$ cat src/rtl/dqc_pkg.sv
`timescale 1ns / 1ps

package dqc_pkg;

   localparam int DEPTH = 16;
   localparam int DATA_W = 32;
   localparam int PTR_W = (DEPTH > 1) ? $clog2(DEPTH) : 1;
   localparam int CNT_W = $clog2(DEPTH + 1);
   localparam int SUM_W = CNT_W + 1;

   typedef logic [PTR_W-1:0] ptr_type;
   typedef logic [CNT_W-1:0] cnt_type;
   typedef logic [DATA_W-1:0] data_type;

   typedef enum logic [3:0] {
      OP_EMPTY_Q    = 4'd0,
      OP_SIZE_Q     = 4'd1,
      OP_PUSH_FRONT = 4'd2,
      OP_PUSH_BACK  = 4'd3,
      OP_POP_FRONT  = 4'd4,
      OP_POP_BACK   = 4'd5,
      OP_LIST       = 4'd6,
      OP_WALK_START = 4'd7,
      OP_WALK_MOVE  = 4'd8,
      OP_WALK_END   = 4'd9
   } op_type;

   typedef enum logic [1:0] {
      DIR_LEFT  = 2'd0,
      DIR_RIGHT = 2'd1,
      DIR_STAY  = 2'd2
   } dir_type;

   typedef enum logic [1:0] {
      STAT_OK    = 2'd0,
      STAT_EMPTY = 2'd1,
      STAT_FULL  = 2'd2
   } status_type;

   typedef enum logic [2:0] {
      ST_IDLE,
      ST_LIST_READ,
      ST_LIST_RESP,
      ST_WALK_READ,
      ST_RESP
   } state_type;

   typedef struct packed {
      logic   exec;
      op_type op;
      logic   next_read;
      logic   load_read;
      logic   read_last;
   } cmd_type;

   typedef struct packed {
      logic count_zero;
      logic list_last;
   } stat_type;

   function automatic ptr_type ring_add(ptr_type base, cnt_type k);
      logic [SUM_W-1:0] sum;
      sum = SUM_W'(base) + SUM_W'(k);
      if (sum >= SUM_W'(DEPTH)) begin
         sum = sum - SUM_W'(DEPTH);
      end
      return sum[PTR_W-1:0];
   endfunction

   function automatic ptr_type ring_inc(ptr_type p);
      return (p == PTR_W'(DEPTH - 1)) ? '0 : p + 1'b1;
   endfunction

   function automatic ptr_type ring_dec(ptr_type p);
      return (p == '0) ? PTR_W'(DEPTH - 1) : p - 1'b1;
   endfunction

endpackage

$ cat src/rtl/dqc_ctrl.sv
`timescale 1ns / 1ps

module dqc_ctrl (
   input  logic              clock,
   input  logic              reset,
   input  logic              req_tvalid,
   output logic              req_tready,
   input  dqc_pkg::op_type   req_op,
   output logic              rsp_tvalid,
   input  logic              rsp_tready,
   output dqc_pkg::cmd_type  cmd,
   input  dqc_pkg::stat_type stat
);
   import dqc_pkg::*;

   state_type state_ff;
   state_type state_in;

   always_ff @(posedge clock) begin
      if (reset) begin
         state_ff <= ST_IDLE;
      end else begin
         state_ff <= state_in;
      end
   end

   always_comb begin
      state_in   = state_ff;
      req_tready = 1'b0;
      rsp_tvalid = 1'b0;
      cmd        = '0;
      cmd.op     = req_op;
      unique case (state_ff)
         ST_IDLE: begin
            req_tready = 1'b1;
            if (req_tvalid) begin
               cmd.exec = 1'b1;
               unique case (req_op)
                  OP_EMPTY_Q, OP_SIZE_Q, OP_PUSH_FRONT, OP_PUSH_BACK,
                  OP_POP_FRONT, OP_POP_BACK, OP_WALK_START, OP_WALK_MOVE: begin
                     state_in = ST_RESP;
                  end
                  OP_LIST: begin
                     state_in = stat.count_zero ? ST_IDLE : ST_LIST_READ;
                  end
                  OP_WALK_END: begin
                     state_in = stat.count_zero ? ST_RESP : ST_WALK_READ;
                  end
                  default: begin
                     state_in = ST_IDLE;
                  end
               endcase
            end
         end
         ST_LIST_READ: begin
            cmd.load_read = 1'b1;
            cmd.read_last = stat.list_last;
            state_in      = ST_LIST_RESP;
         end
         ST_WALK_READ: begin
            cmd.load_read = 1'b1;
            cmd.read_last = 1'b1;
            state_in      = ST_RESP;
         end
         ST_LIST_RESP: begin
            rsp_tvalid = 1'b1;
            if (rsp_tready) begin
               if (stat.list_last) begin
                  state_in = ST_IDLE;
               end else begin
                  cmd.next_read = 1'b1;
                  state_in      = ST_LIST_READ;
               end
            end
         end
         ST_RESP: begin
            rsp_tvalid = 1'b1;
            if (rsp_tready) begin
               state_in = ST_IDLE;
            end
         end
         default: begin
            state_in = ST_IDLE;
         end
      endcase
   end

   a_no_overlap: assert property (@(posedge clock) disable iff (reset)
      !(req_tready && rsp_tvalid))
      else $error("request taken while a result is pending");

   a_list_nonempty: assert property (@(posedge clock) disable iff (reset)
      (state_ff == ST_LIST_READ) |-> !stat.count_zero)
      else $error("list read with no items held");

   a_read_follows: assert property (@(posedge clock) disable iff (reset)
      (state_ff == ST_WALK_READ) |-> $past(cmd.exec && (req_op == OP_WALK_END)))
      else $error("walk read without a walk end request");

endmodule

$ cat src/rtl/dqc_dpath.sv
`timescale 1ns / 1ps

module dqc_dpath (
   input  logic               clock,
   input  logic               reset,
   input  dqc_pkg::cmd_type   cmd,
   output dqc_pkg::stat_type  stat,
   input  dqc_pkg::data_type  item_value,
   input  logic [1:0]         move_dir,
   output dqc_pkg::data_type  answer,
   output dqc_pkg::status_type status,
   output logic               empty_flag,
   output logic               last
);
   import dqc_pkg::*;

   data_type   store_ff [DEPTH];
   data_type   rdata_ff;
   ptr_type    front_ff, front_in;
   cnt_type    count_ff, count_in;
   cnt_type    cursor_ff, cursor_in;
   cnt_type    idx_ff, idx_in;
   data_type   answer_ff, answer_in;
   status_type status_ff, status_in;
   logic       empty_ff, empty_in;
   logic       last_ff, last_in;
   logic       load_rsp;
   logic       wr_en;
   ptr_type    wr_addr;
   logic       rd_en;
   cnt_type    rd_k;
   ptr_type    rd_addr;
   logic       full;
   logic       zero;
   cnt_type    pos;

   assign full = (count_ff == CNT_W'(DEPTH));
   assign zero = (count_ff == '0);
   assign stat.count_zero = zero;
   assign stat.list_last  = ((idx_ff + 1'b1) == count_ff);

   always_comb begin
      front_in  = front_ff;
      count_in  = count_ff;
      cursor_in = cursor_ff;
      idx_in    = idx_ff;
      wr_en     = 1'b0;
      wr_addr   = ring_add(front_ff, count_ff);
      rd_en     = 1'b0;
      rd_k      = '0;
      load_rsp  = 1'b0;
      answer_in = answer_ff;
      status_in = status_ff;
      empty_in  = empty_ff;
      last_in   = last_ff;
      pos       = (cursor_ff > count_ff) ? count_ff : cursor_ff;
      if (pos == '0) begin
         pos = CNT_W'(1);
      end
      if (cmd.exec) begin
         unique case (cmd.op)
            OP_PUSH_FRONT: begin
               if (!full) begin
                  front_in = ring_dec(front_ff);
                  wr_en    = 1'b1;
                  wr_addr  = ring_dec(front_ff);
                  count_in = count_ff + 1'b1;
               end
            end
            OP_PUSH_BACK: begin
               if (!full) begin
                  wr_en    = 1'b1;
                  count_in = count_ff + 1'b1;
               end
            end
            OP_POP_FRONT: begin
               if (!zero) begin
                  front_in = ring_inc(front_ff);
                  count_in = count_ff - 1'b1;
               end
            end
            OP_POP_BACK: begin
               if (!zero) begin
                  count_in = count_ff - 1'b1;
               end
            end
            OP_WALK_START: begin
               cursor_in = CNT_W'(1);
            end
            OP_WALK_MOVE: begin
               if ((move_dir == DIR_LEFT) && (cursor_ff > CNT_W'(1))) begin
                  cursor_in = cursor_ff - 1'b1;
               end else if ((move_dir == DIR_RIGHT) && (cursor_ff < count_ff)) begin
                  cursor_in = cursor_ff + 1'b1;
               end
            end
            OP_LIST: begin
               idx_in = '0;
               rd_en  = !zero;
               rd_k   = '0;
            end
            OP_WALK_END: begin
               rd_en = !zero;
               rd_k  = pos - 1'b1;
            end
            default: begin
            end
         endcase
         if ((cmd.op == OP_WALK_END) && zero) begin
            load_rsp  = 1'b1;
            answer_in = '0;
            status_in = STAT_EMPTY;
            empty_in  = 1'b1;
            last_in   = 1'b1;
         end else if ((cmd.op != OP_LIST) && (cmd.op != OP_WALK_END)
                      && (cmd.op <= OP_WALK_END)) begin
            load_rsp  = 1'b1;
            answer_in = DATA_W'(count_in);
            status_in = (full && ((cmd.op == OP_PUSH_FRONT) || (cmd.op == OP_PUSH_BACK)))
                        ? STAT_FULL : STAT_OK;
            empty_in  = (count_in == '0);
            last_in   = 1'b1;
         end
      end
      if (cmd.next_read) begin
         idx_in = idx_ff + 1'b1;
         rd_en  = 1'b1;
         rd_k   = idx_ff + 1'b1;
      end
      if (cmd.load_read) begin
         load_rsp  = 1'b1;
         answer_in = rdata_ff;
         status_in = STAT_OK;
         empty_in  = zero;
         last_in   = cmd.read_last;
      end
      rd_addr = ring_add(front_ff, rd_k);
   end

   always_ff @(posedge clock) begin
      if (reset) begin
         front_ff  <= '0;
         count_ff  <= '0;
         cursor_ff <= CNT_W'(1);
         idx_ff    <= '0;
      end else begin
         front_ff  <= front_in;
         count_ff  <= count_in;
         cursor_ff <= cursor_in;
         idx_ff    <= idx_in;
      end
   end

   always_ff @(posedge clock) begin
      if (wr_en) begin
         store_ff[wr_addr] <= item_value;
      end
      if (rd_en) begin
         rdata_ff <= store_ff[rd_addr];
      end
   end

   always_ff @(posedge clock) begin
      if (load_rsp) begin
         answer_ff <= answer_in;
         status_ff <= status_in;
         empty_ff  <= empty_in;
         last_ff   <= last_in;
      end
   end

   assign answer     = answer_ff;
   assign status     = status_ff;
   assign empty_flag = empty_ff;
   assign last       = last_ff;

   a_count_bound: assert property (@(posedge clock) disable iff (reset)
      count_ff <= CNT_W'(DEPTH))
      else $error("item count above store depth");

   a_cursor_nonzero: assert property (@(posedge clock) disable iff (reset)
      cursor_ff != '0)
      else $error("cursor reached zero");

   a_push_grows: assert property (@(posedge clock) disable iff (reset)
      (cmd.exec && (cmd.op == OP_PUSH_BACK) && !full)
      |=> (count_ff == $past(count_ff) + 1'b1))
      else $error("push back did not grow the count");

endmodule

$ cat src/rtl/deque_with_cursor.sv
`timescale 1ns / 1ps
// Channel  Direction  Contents
// req_     in         tdata: item_value, move_dir; tuser: req_type
// rsp_     out        tdata: answer; tuser: status, empty_flag; tlast: last
//
// Queries, pushes, pops and walk steps: the result word is valid in the cycle
// after the request is taken. A list or walk end with items held reads the store
// through a registered port: each read word, after the request or after the previous
// word leaves, passes through the read data register and then the answer register.
// Reset clears the count and front pointer and sets the cursor to one.
// While rsp_tready is low the result holds and no new request is taken.

module deque_with_cursor (
   input  logic        clock,
   input  logic        reset,
   input  logic        req_tvalid,
   output logic        req_tready,
   input  logic [39:0] req_tdata,  // [31:0] item_value, [33:32] move_dir, rest zero
   input  logic [3:0]  req_tuser,  // [3:0] req_type
   output logic        rsp_tvalid,
   input  logic        rsp_tready,
   output logic [31:0] rsp_tdata,  // [31:0] answer
   output logic [2:0]  rsp_tuser,  // [1:0] status, [2] empty_flag
   output logic        rsp_tlast
);
   import dqc_pkg::*;

   cmd_type    cmd;
   stat_type   stat;
   data_type   answer;
   status_type status;
   logic       empty_flag;

   dqc_ctrl u_ctrl (
      .clock      (clock),
      .reset      (reset),
      .req_tvalid (req_tvalid),
      .req_tready (req_tready),
      .req_op     (op_type'(req_tuser)),
      .rsp_tvalid (rsp_tvalid),
      .rsp_tready (rsp_tready),
      .cmd        (cmd),
      .stat       (stat)
   );

   dqc_dpath u_dpath (
      .clock      (clock),
      .reset      (reset),
      .cmd        (cmd),
      .stat       (stat),
      .item_value (req_tdata[31:0]),
      .move_dir   (req_tdata[33:32]),
      .answer     (answer),
      .status     (status),
      .empty_flag (empty_flag),
      .last       (rsp_tlast)
   );

   assign rsp_tdata = answer;
   assign rsp_tuser = {empty_flag, status};

endmodule

$ cat config.mk
export PLATFORM = sky130hd
export DESIGN_NAME = deque_with_cursor
export DESIGN_NICKNAME = d
export VERILOG_FILES = /design/src/rtl/dqc_pkg.sv /design/src/rtl/dqc_ctrl.sv /design/src/rtl/dqc_dpath.sv /design/src/rtl/deque_with_cursor.sv
export SDC_FILE = /design/constraint.sdc
export NUM_CORES = 1
export LEC_CHECK = 0
export BUFFER_PORTS_ARGS = -buffer_cell sky130_fd_sc_hd__buf_2
export CORE_MARGIN = 2
export CORE_UTILIZATION = 36
export DETAILED_ROUTE_END_ITERATION = 16
export GPL_ROUTABILITY_DRIVEN = 0
export GPL_TIMING_DRIVEN = 0
export HOLD_SLACK_MARGIN = 0.03
export PLACE_DENSITY_LB_ADDON = 0.12
export SYNTH_ARGS = -nofsm -noshare
export SYNTH_HDL_FRONTEND = slang
export SYNTH_SLANG_ARGS = --single-unit
$ cat constraint.sdc
create_clock -name clock -period 4.4 [get_ports clock]
set_input_delay 0.44 -clock clock [delete_from_list [all_inputs] [get_ports clock]]
set_output_delay 0.44 -clock clock [all_outputs]
set_load 0.1 [all_outputs]
Yosys cells after proc, flatten, opt, wreduce, memory -nomap -nowiden
Memory sizes are Yosys's and may differ from the RTL's. A register that Yosys moved wholly into a read port is not among the register bits.
Index checks and enable logic that the tools add are counted.
{"block": "classes", "n_shift": 0, "muxes": 69, "n_addsub": 12, "reduce_logical": 31, "n_eq_ne": 25, "div_mod_pow": 0, "mul": 0, "magnitude_cmp": 6, "bitwise_logic": 0}
{"op": "2-to-1 mux 32 bit", "n": 4}
{"op": "2-to-1 mux 5 bit", "n": 13}
{"op": "2-to-1 mux 4 bit", "n": 9}
{"op": "2-to-1 mux 1 bit", "n": 29}
{"op": "one-hot mux 5 bit (2 select lines)", "n": 2}
{"op": "equality test 4 x 3 -> 1 bit (second input constant)", "n": 4}
{"op": "adder 5 x 1 -> 5 bit (second input constant)", "n": 3}
{"op": "logical NOT 5 bit", "n": 3}
{"op": "one-hot mux 3 bit (5 select lines)", "n": 1}
{"op": "subtractor 5 x 1 -> 5 bit (second input constant)", "n": 3}
{"op": "adder 4 x 5 -> 6 bit", "n": 2}
{"op": "equality test 4 bit (second input constant)", "n": 3}
{"op": ">= comparator 6 x 5 -> 1 bit (second input constant)", "n": 2}
{"op": "2-to-1 mux 3 bit", "n": 4}
{"op": "subtractor 4 x 1 -> 4 bit (second input constant)", "n": 3}
{"op": "inequality test 2 bit (second input constant)", "n": 5}
{"op": "nonzero test 2 bit", "n": 5}
{"op": "one-hot mux 3 bit (3 select lines)", "n": 1}
{"op": "AND reduction 3 bit", "n": 3}
{"op": "equality test 4 x 2 -> 1 bit (second input constant)", "n": 2}
{"op": "logical NOT 4 bit", "n": 2}
{"op": "2-to-1 mux 2 bit", "n": 4}
{"op": "one-hot mux 4 bit (2 select lines)", "n": 1}
{"op": "OR reduction 2 bit", "n": 4}
{"op": "other kinds (25)", "n": 31}
{"block": "totals", "ram_bits": 512, "romBits": 0, "input_bits": 48, "latchBits": 0, "register_bits": 58, "output_inout_bits": 38, "memories": 1, "word_cells": 153}
{"memory": "u_dpath.store_ff", "words": 16, "width": 32, "rd": 1, "rd_ports_with_merged_regs": 1, "write_ports": 1, "line": "dqc_dpath.sv:17", "text": "data_type store_ff [DEPTH];"}

Depth between registers and ports, before layout
Gate-level depths: netlist of the first run.
{"block": "depth", "ltp_word": 11, "mapped_depth": 20, "mapped_depth_nobuf": 16}

Cells and area by module
A second synthesis of the first run with hierarchy kept.
{"block": "unflattened", "cells_unflattened": 1247, "hier_area_um2": 24304.6}
{"module": "dqc_dpath", "area_each_um2": 23964.2, "cells_per_inst": 1204, "instances": 1}
{"module": "dqc_ctrl", "area_each_um2": 332.8, "cells_per_inst": 42, "instances": 1}
{"module": "deque_with_cursor", "area_each_um2": 7.5, "cells_per_inst": 1, "instances": 1}

Least setup slack after synthesis of the first run
No wires, ideal clock.
{"block": "synth_timing", "path_kind": "register to register", "from": "register u_ctrl.state_ff[0]", "to": "register u_dpath.answer_ff[0], in the netlist u_dpath.answer[0], enable pin", "arrival_time_ps": 6021, "path_slack_ps": -2100, "stages_incl_launch_ff": 6, "path_cell_list": "dfxtp_1 -> clkbuf_1 -> nor3_1 -> nand2_1 -> clkbuf_1 -> o21ai_0"}
{"block": "synth_via", "elab_chain_len": 5}
{"element": "start, declared", "line": "dqc_ctrl.sv:16", "text": "state_type state_ff;"}
{"element": "start signal, assigned", "line": "dqc_ctrl.sv:23", "text": "state_ff <= state_in;"}
{"element": "branches (longest 4 deep; another with equality test 3 x 2 -> 1 bit)"}
{"element": "AND reduction 3 bit (no line) *"}
{"element": "end signal, assigned", "line": "dqc_dpath.sv:165", "text": "answer_ff <= answer_in;"}
{"element": "end, declared", "line": "dqc_dpath.sv:23", "text": "data_type answer_ff, answer_in;"}
Every way passes the cells marked *.
A chain may end at the register's enable or synchronous reset.

Worst setup path in the final report of the first run
{"block": "layout_timing", "from": "register u_dpath.count_ff[1]", "to": "register u_dpath.rdata_ff[24] (read register of u_dpath.store_ff), data pin"}
{"block": "layout_via", "elab_chain_len": 11}
{"element": "start, declared", "line": "dqc_dpath.sv:20", "text": "cnt_type count_ff, count_in;"}
{"element": "start signal, assigned", "line": "dqc_dpath.sv:148", "text": "count_ff <= count_in;"}
{"element": "greater-than comparator 5 bit", "line": "dqc_dpath.sv:56", "text": "pos = (cursor_ff > count_ff) ? count_ff : cursor_ff;"}
{"element": "2-to-1 mux 5 bit", "line": "dqc_dpath.sv:56"}
{"element": "logical NOT 5 bit", "line": "dqc_dpath.sv:57", "text": "if (pos == '0) begin"}
{"element": "2-to-1 mux 5 bit", "line": "dqc_dpath.sv:57"}
{"element": "subtractor 5 x 1 -> 5 bit", "line": "dqc_dpath.sv:104", "text": "rd_k = pos - 1'b1;"}
{"element": "2-to-1 mux 5 bit", "line": "dqc_dpath.sv:61", "text": "unique case (cmd.op)"}
{"element": "2-to-1 mux 5 bit", "line": "dqc_dpath.sv:60", "text": "if (cmd.exec) begin"}
{"element": "2-to-1 mux 5 bit", "line": "dqc_dpath.sv:125", "text": "if (cmd.next_read) begin"}
{"element": "adder 4 x 5 -> 6 bit", "line": "dqc_pkg.sv:63", "text": "sum = SUM_W'(base) + SUM_W'(k);"}
{"element": ">= comparator 6 x 5 -> 1 bit or subtractor 4 x 1 -> 4 bit (tied branches)", "line": "dqc_pkg.sv:64, dqc_pkg.sv:65"}
{"element": "2-to-1 mux 4 bit", "line": "dqc_pkg.sv:64", "text": "if (sum >= SUM_W'(DEPTH)) begin"}
{"element": "end, declared", "line": "dqc_dpath.sv:18", "text": "data_type rdata_ff;"}
Several ways; a longest one is shown, not always the timed one.

==> results of run 1 <==
-- metrics by stage --
| stage | hold slack (ns) | setup slack, ns | std cells | TNS (ns) |
|---|---|---|---|---|
| detailed placement | 0.485 | -1.78 | 2208 | -53.27 |
| global route | 0.101 | -0.0131 | 2342 | -0.0304 |
| floorplan | 0.454 | -0.00184 | 1239 | -0.0369 |
| finish | 0.116 | 0.108 | 2342 | 0 |
| global placement | 0.472 | -1.98 | 2189 | -853.06 |
| CTS | 0.0756 | 0.0104 | 2336 | 0 |
-- state kept, by name (all words and copies together) (netlist names), 2 cells and up --
signal	cells
u_dpath.store_ff	512
u_dpath.answer	32
u_dpath.rdata_ff	32
u_dpath.count_ff	5
u_dpath.cursor_ff	5
u_dpath.idx_ff	5
u_dpath.front_ff	4
u_ctrl.state_ff	3
u_dpath.status	2
-- path summary, 6_finish.rpt --
check                              end                start  depth (start not counted)  slack (ns)
setup reg to reg  u_dpath.rdata_ff[24]  u_dpath.count_ff[1]                         16        0.11
hold / removal    u_dpath.cursor_ff[3]                reset                          2        0.12
hold reg to reg      u_dpath.idx_ff[1]    u_dpath.idx_ff[1]                          2        0.49
setup / recovery  u_dpath.rdata_ff[24]  u_dpath.count_ff[1]                         16        0.11
-- Yosys cell counts (14+ instances only) --
library cell / n
sky130_fd_sc_hd__dfxtp_1: 22
sky130_fd_sc_hd__mux2i_1: 105
sky130_fd_sc_hd__clkbuf_1: 32
sky130_fd_sc_hd__xnor2_1: 14
sky130_fd_sc_hd__nor2_1: 45
sky130_fd_sc_hd__a21oi_1: 28
sky130_fd_sc_hd__ha_1: 21
sky130_fd_sc_hd__mux4_2: 129
sky130_fd_sc_hd__nand2_1: 29
sky130_fd_sc_hd__and2_1: 29
sky130_fd_sc_hd__o21ai_0: 25
sky130_fd_sc_hd__inv_1: 19
sky130_fd_sc_hd__buf_2: 14
sky130_fd_sc_hd__edfxtp_1: 580
-- worst register-to-register path, stage by stage, from the launching register on --
cell and delay, ns:
sky130_fd_sc_hd__dfxtp_4 0.45, sky130_fd_sc_hd__clkinvlp_4 0.16, sky130_fd_sc_hd__ha_1 0.29, sky130_fd_sc_hd__nand4_1 0.14, sky130_fd_sc_hd__or2_4 0.26, sky130_fd_sc_hd__a21boi_4 0.14
sky130_fd_sc_hd__a211o_1 0.29, sky130_fd_sc_hd__o31ai_4 0.08, sky130_fd_sc_hd__ha_1 0.30, sky130_fd_sc_hd__o21a_1 0.20, sky130_fd_sc_hd__fa_2 0.60, sky130_fd_sc_hd__buf_12 0.13
sky130_fd_sc_hd__clkbuf_16 0.19, sky130_fd_sc_hd__clkbuf_16 0.19, sky130_fd_sc_hd__mux4_2 0.30, sky130_fd_sc_hd__mux2i_2 0.19, sky130_fd_sc_hd__mux2i_2 0.12
-- kinds of logic after synthesis --
group,count (synthesis),synth area share [%]
simple gates,166,3.68
xor+xnor,18,0.649
compound gates,108,2.85
flops,602,73.5
fa+ha+maj,23,1.25
mux,240,16.6
buf+inv,82,1.47
-- timing repair --
action	4_1_cts	5_1_grt
pin swaps	9	3
setup endpoints to repair	32	32
endpoints found under the hold margin	0	0
cloned	3	1
resized for setup	146	16
setup buffers	10	6
-- final cells by class --
class | instances | share of cell area, %
Tap cell | 873 | 3.76
Sequential cell | 602 | 61.4
Clock buffer | 86 | 6.08
Multi-Input combinational cell | 555 | 21.9
Buffer | 61 | 2.20
Clock inverter | 29 | 0.878
Timing Repair Buffer | 115 | 3.42
Inverter | 21 | 0.284
-- per-layer routing --
metal | global-route usage, % | routed length, um
met5 | 0 | 23
met4 | 5.13 | 1180
met3 | 2.82 | 2250
met2 | 28.8 | 29000
met1 | 23.8 | 26900
-- report_power, final --
| part | internal, W | switching [W] | leakage, nW |
|---|---|---|---|
| clock | 0.00307 | 0.00218 | 0.995 |
| combinational | 0.000382 | 0.000725 | 3.53 |
| sequential | 0.00636 | 0.0000247 | 5.41 |
| total | 0.00981 | 0.00293 | 9.93 |
-- layout by cell type, fill, tap and decap left out, types with 16 or more instances in the layout --
cell	Yosys	layout
sky130_fd_sc_hd__clkbuf_16	0	80
sky130_fd_sc_hd__inv_1	19	17
sky130_fd_sc_hd__clkbuf_1	32	29
sky130_fd_sc_hd__buf_2	14	90
sky130_fd_sc_hd__buf_12	0	21
sky130_fd_sc_hd__mux2i_1	105	88
sky130_fd_sc_hd__edfxtp_1	580	580
sky130_fd_sc_hd__a21oi_1	28	27
sky130_fd_sc_hd__buf_4	2	22
sky130_fd_sc_hd__mux4_2	129	129
sky130_fd_sc_hd__nand2_1	29	29
sky130_fd_sc_hd__o21ai_0	25	21
sky130_fd_sc_hd__ha_1	21	20
sky130_fd_sc_hd__nor2_1	45	29
sky130_fd_sc_hd__and2_1	29	29
sky130_fd_sc_hd__dfxtp_1	22	20
sky130_fd_sc_hd__nor2_4	0	16
==> results by stage, run 1 <==
Synth:
- The synthesis warning total is 0.
- The post-synthesis cell count is 1239.
- Summed over all instances, the cell type with the most area after synthesis is sky130_fd_sc_hd__edfxtp_1.
- The count of flip-flops with a built-in enable after synthesis is 580.
- After synthesis the netlist holds a flip-flop and latch count of 602.
- The mean instance size in the synthesized netlist is 19.6 um^2.
- The count of unique library cells instantiated by Yosys is 66.
- The area share of the largest cell type after synthesis is 71.7%.
- The sequential area share after synthesis is 73.5%.
- Sorting the synthesized cells by area gives the leading types as sky130_fd_sc_hd__edfxtp_1, sky130_fd_sc_hd__mux4_2, sky130_fd_sc_hd__mux2i_1.
- In the synthesized netlist the async set-or-reset flop fraction comes to 0%.
- The post-synth net total is 1310.
- The commonest register cell after synthesis is sky130_fd_sc_hd__edfxtp_1.
- The cell area after technology mapping is 0.0243 mm^2.

Setup path:
- The path type of the worst setup path is reg -> reg.
- Among all stages on the critical path, the largest delay is contributed by sky130_fd_sc_hd__fa_2.
- The worst stage delay on the critical path is 0.60 ns.
- Broken down by cell family, the worst path's largest delay share belongs to adder cells.
- The arrival time of the worst setup path is 4.60 ns.
- In this run the worst path has a maximum fanout of 9.
- The critical path goes through clkinvlp_4 -> ha_1 -> nand4_1 -> or2_4 -> a21boi_4 -> a211o_1 -> o31ai_4 -> ha_1 -> o21a_1 -> fa_2 -> buf_12 -> clkbuf_16 -> clkbuf_16 -> mux4_2 -> mux2i_2 -> mux2i_2.
- The startpoint type of the worst setup path is a register.
- The buffering stage count on the worst path with inverters included is 4.
- The data required time of the critical path is 4.70 ns.
- The worst setup path is captured at a register.

Drt:
- After detailed routing, the average wire length per cell comes to 25.4 um.
- The wire length after detailed routing is 59.4 mm.
- The number of vias per cell is 5.24.
- The detail route stage leaves a number of antenna-violating nets equal to 0.
- For this block, the initial DRC count from the detailed router was 956.
- For this block, the via count after detailed routing is 12.3k.
- The first detailed-routing pass ran for 5 iterations.
- The post-route DRC violation count is 0.

Clocking:
- At the later pin of the worst-skew pair, clock insertion delay measures 0.59 ns.
- The root buffer cell chosen for the clock tree is sky130_fd_sc_hd__clkbuf_16.
- For this design, the sink count on the clock tree is 602.
- The maximum count of clock buffers along a single path is 3.
- Clock tree synthesis inserted a total of 67 buffers.
- The register clock-pin slew on the reported worst setup and hold paths is 0.06 ns.
- The clock tree from TritonCTS is yes.
- For this design, the CTS-stage hold fixing added 0 buffers.
- The clock tree synthesis step divided the H-tree into 3 levels.

Global route:
- The total grt overflow is 0.
- Entering global routing, the biggest net connects 25 pins.
- The total routing usage reported by global routing is 17.4%.
- The number of global-route vias before repair came to 12.7k.
- The first-pass GRT wire length is 87.2 mm.
- The initial antenna violation count is 4.

Die:
- The initial utilization of the core area, before any placement, comes to 36.3%.
- The floorplan step defined a die boundary enclosing 0.0696 mm^2.
- The die is 264 um tall.
- The floorplan step set the die width to 264 um.
- The initialized floorplan defines 95 standard-cell rows.
- The floorplan core area is 0.0669 mm^2.
- The count of boundary I/O pins is 86.

Pwr:
- The power density over the cells is 438 mW/mm^2.
- VDD sags by at most 0.201 mV.
- The cell leakage power is 9.93 nW.
- Summing internal, switching and leakage power gives 0.0127 W.

Placement:
- The placed wire-length estimate is 36.9 mm.
- Once placement finished, the instance area stood at 0.0263 mm^2.
- The port buffer count is 77.

Timing:
- Setup repair after global routing could not meet its margin everywhere.
- For the pin with the worst max-slew slack, the measured transition is 0.942 ns.
- The final critical path time including I/O delays and setup is 4.29 ns.
- The number of hold violations in the final report is 0.
- The largest clock skew in the final design is 0.0210 ns.
- The total count of max-transition violations in the final report came to 0.
- The worst pin sits at a relative slew slack of 37.2%.
- The achievable clock frequency is 233 MHz.
- The count of final setup violators is 0.
- The worst path uses 97.5% of the clock period.

Hold path:
- The type of the tightest min-delay check is in -> reg.

Run:
- Max-cap violations in this run came to 0.

Final layout:
- The area growth from synthesis to layout is 19.7%.
- The final core utilization is 43.4%.
- Fill cells in the final layout number 5822.
- The number of antenna diodes in the final layout is 0.
- The finished cells cover 0.0291 mm^2.
- Of the cells placed in the final design, the portion with a size suffix greater than 1 is 30.6%.
- The number of nets in the layout is 1494.
- The multi-input combinational cells in the finished layout cover a total of 0.00638 mm^2.
- In the final layout, flip-flops and latches occupy 0.0179 mm^2.

Outcome:
- The flow ran to the end, and the final reports show no timing, DRC or antenna violations.
Note: power is estimated with default switching activity, not from simulation.
==> inputs of run 2 (changes only) <==
- CORE_UTILIZATION: 36 -> 46
- SKIP_CTS_REPAIR_TIMING: not set -> 1
==> run 2 against run 1 <==
Die area decreased by 21%. Final cell count decreased by 8.5%. Combinational power about the same. Hold slack got worse by 0.039 ns. Critical path depth rose by 1. Clock power down 8.6%. Sequential share of layout area grew 1.2 points. Clock skew rose by 0.0016 ns. Power down 3.8%. First-iteration DRC count up 5.1%. Critical path type unchanged. Critical endpoint is now u_dpath.rdata_ff[20]. Largest power group unchanged. Highest routed layer is now met4.
==> results by stage, run 2 (synthesized netlist as in run 1, its figures left out) <==
Outcome:
- The flow ran to the end, and the final reports show no timing, DRC or antenna violations.

Clocking:
- The number of clock buffers added by TritonCTS is 61.
- The H-tree was split into 2 levels.
- The clock tree from TritonCTS is yes.
- The cell at the root of the clock tree is sky130_fd_sc_hd__clkbuf_16.
- The maximum count of clock buffers along a single path is 3.
- The clock sink count is 602.
- The clock reaches the later pin of the worst-skew pair after 0.62 ns.
- Clock-pin slew was measured on the worst setup and hold paths at 0.07 ns.

Setup path:
- The number of buffers and inverters on the critical path is 5.
- The largest individual stage delay along the critical path comes from the cell sky130_fd_sc_hd__fa_2.
- The arrival time of the worst setup path is 4.62 ns.
- STA classifies the critical path startpoint as a register.
- The family of cells with the greatest summed delay on the critical path is adder cells.
- The worst stage delay on the critical path is 0.56 ns.
- In this run the worst path has a maximum fanout of 10.
- Walking the worst path, the cells encountered are buf_8 -> inv_1 -> ha_1 -> nand4_1 -> or2_4 -> a21boi_2 -> a211o_1 -> o31ai_4 -> ha_1 -> o21a_1 -> fa_2 -> buf_12 -> clkbuf_16 -> buf_12 -> mux4_2 -> mux2i_2 -> mux2i_2.
- The path type of the worst setup path is reg -> reg.
- STA classifies the critical path endpoint as a register.
- The worst register-to-register path begins at u_dpath.count_ff[3].
- The data required time of the critical path is 4.75 ns.
- In this run the worst setup path begins at u_dpath.count_ff[3].

Drt:
- The post-route DRC violation count is 0.
- Using the TritonRoute via totals, the vias-per-cell ratio works out to 5.71.
- The average wire per cell in the routed design is 25.1 um.
- The detailed-route via count is 12.2k.
- The first routing iteration left 1005 violations.
- The number of iterations in the first detailed-routing pass is 5.
- The residual antenna-violating net count after detailed routing is 0.
- The wire length after detailed routing is 53.8 mm.

Timing:
- The share of the clock period used by the worst path after layout is 97.2%.
- In the post-route analysis, the smallest setup slack over all paths is 0.125 ns.
- The count of final setup violators is 0.
- The number of hold violations in the final report is 0.
- Timing would allow up to 234 MHz.
- Hold is met by 0.0769 ns.
- The total count of max-transition violations in the final report is 0.
- Between clock sinks in the finished design, the worst skew comes to 0.0226 ns.
- At the pin with the least slew margin, the transition time is 0.883 ns.
- The final critical path time including I/O delays and setup is 4.27 ns.
- The normalized max-slew margin is 41.0%.

Die:
- The floorplan core area is 0.0523 mm^2.
- The floorplan step defined a die boundary enclosing 0.0546 mm^2.
- In this run the core area contains 84 standard-cell rows.
- The chip height is 234 um.
- Once the floorplan was initialized, standard cells occupied 46.4% of the core.
- The count of boundary I/O pins is 86.
- From left edge to right edge, the die measures 234 um.

Global route:
- For this run, the total global-route usage over all layers was measured as 20.0%.
- The number of global-route vias before repair was 12.4k.
- For this run the aggregate overflow at the end of global routing stands at 0.
- The initial antenna violation count is 0.
- The first-pass GRT wire length is 79.9 mm.
- The pin count of the biggest net entering global routing is 25.

Final layout:
- Summing all multi-input logic gate instances after layout gives 0.00636 mm^2.
- Leaving out fill and tap cells, the most frequent cell in the layout is sky130_fd_sc_hd__edfxtp_1.
- The register bank with the most flops is u_dpath.store_ff.
- In the layout the commonest cells are sky130_fd_sc_hd__edfxtp_1, sky130_fd_sc_hd__mux4_2, sky130_fd_sc_hd__mux2i_1.
- Once layout is complete, the utilization of the core stands at 54.5%.
- The final layout contains 1482 nets.
- After routing the design area is 0.0285 mm^2.
- The number of fill cells is 4090.
- Across the whole layout, storage elements account for 0.0179 mm^2.
- Compared with the post-synthesis result, the final layout area differs by 17.5%.
- The count of inserted antenna diode cells is 0.
- In the final layout, the share of cells above drive strength 1 is 29.6%.
- The register with the most flip-flops in the layout has 512 of them.

Placement:
- The placed wire-length estimate is 33.8 mm.
- The setup slack after placement is -1.52 ns.
- Buffers placed on the I/O ports in this run total 77.
- The area of placed instances is 0.0261 mm^2.

Pwr:
- The maximum ir drop on the vdd rail is 0.285 mV.
- The power density over the cells is 430 mW/mm^2.
- The cell leakage power is 9.79 nW.

Hold path:
- The type of the tightest min-delay check is in -> reg.
- The worst min-delay path startpoint is reset.

Run:
- The total of max-cap violations is 0.
run 2: changes by cell type in the layout (fill, tap and decap cells not counted), sizes merged:
cell	delta
clkbuf	-17
buf	+2
clkinvlp	+2
bufinv	-1
clkdlybuf4s15	-1
clkinv	+1
inv	+1
run 2: through the flow:
stage,power (W),TNS (ns),instances
final,0.0123,0,2144
after global routing,0.0127,-0.00152,2144
after CTS,0.0123,-46.66,2130
after detailed placement,0.00750,-45.27,2022
after global placement,0.00747,-659.45,2004
after floorplan,0.00720,-0.0369,1239
run 2: where the power goes:
part / switching, W / total [W] / internal (W) / leakage (nW)
clock: 0.00209 / 0.00480 / 0.00271 / 0.888
sequential: 0.0000230 / 0.00638 / 0.00636 / 5.41
combinational: 0.000706 / 0.00108 / 0.000370 / 3.49
run 2: per-layer routing:
layer  vias up  wire [um]  global-route usage (%)
met2       321      26100                    32.8
met4         0        913                    4.75
met3        71       3050                    3.39
met5         -          0                       0
met1      6440      23700                    28.3
li1       5400          -                       -
run 2: worst paths after layout:
path                                             end  slack [ns]  depth (start not counted)
worst max-delay path            u_dpath.rdata_ff[20]        0.13                         17
worst min-delay path            u_dpath.cursor_ff[3]        0.08                          2
worst max register to register  u_dpath.rdata_ff[20]        0.13                         17
worst min register to register     u_dpath.idx_ff[1]        0.48                          2
run 2: cell type report:
class	instances	area share [%]
Buffer	61	2.00
Clock buffer	76	5.55
Clock inverter	32	0.855
Inverter	21	0.276
Multi-Input combinational cell	555	22.3
Sequential cell	602	62.6
Tap cell	688	3.02
Timing Repair Buffer	109	3.37
run 2: worst reg2reg max path, stage by stage, from the launching register on:
cell and delay (ns):
sky130_fd_sc_hd__dfxtp_4 0.40, sky130_fd_sc_hd__buf_8 0.15, sky130_fd_sc_hd__inv_1 0.05, sky130_fd_sc_hd__ha_1 0.29, sky130_fd_sc_hd__nand4_1 0.13, sky130_fd_sc_hd__or2_4 0.29, sky130_fd_sc_hd__a21boi_2 0.16, sky130_fd_sc_hd__a211o_1 0.27
sky130_fd_sc_hd__o31ai_4 0.08, sky130_fd_sc_hd__ha_1 0.29, sky130_fd_sc_hd__o21a_1 0.20, sky130_fd_sc_hd__fa_2 0.56, sky130_fd_sc_hd__buf_12 0.14, sky130_fd_sc_hd__clkbuf_16 0.21, sky130_fd_sc_hd__buf_12 0.16, sky130_fd_sc_hd__mux4_2 0.32
sky130_fd_sc_hd__mux2i_2 0.19, sky130_fd_sc_hd__mux2i_2 0.12
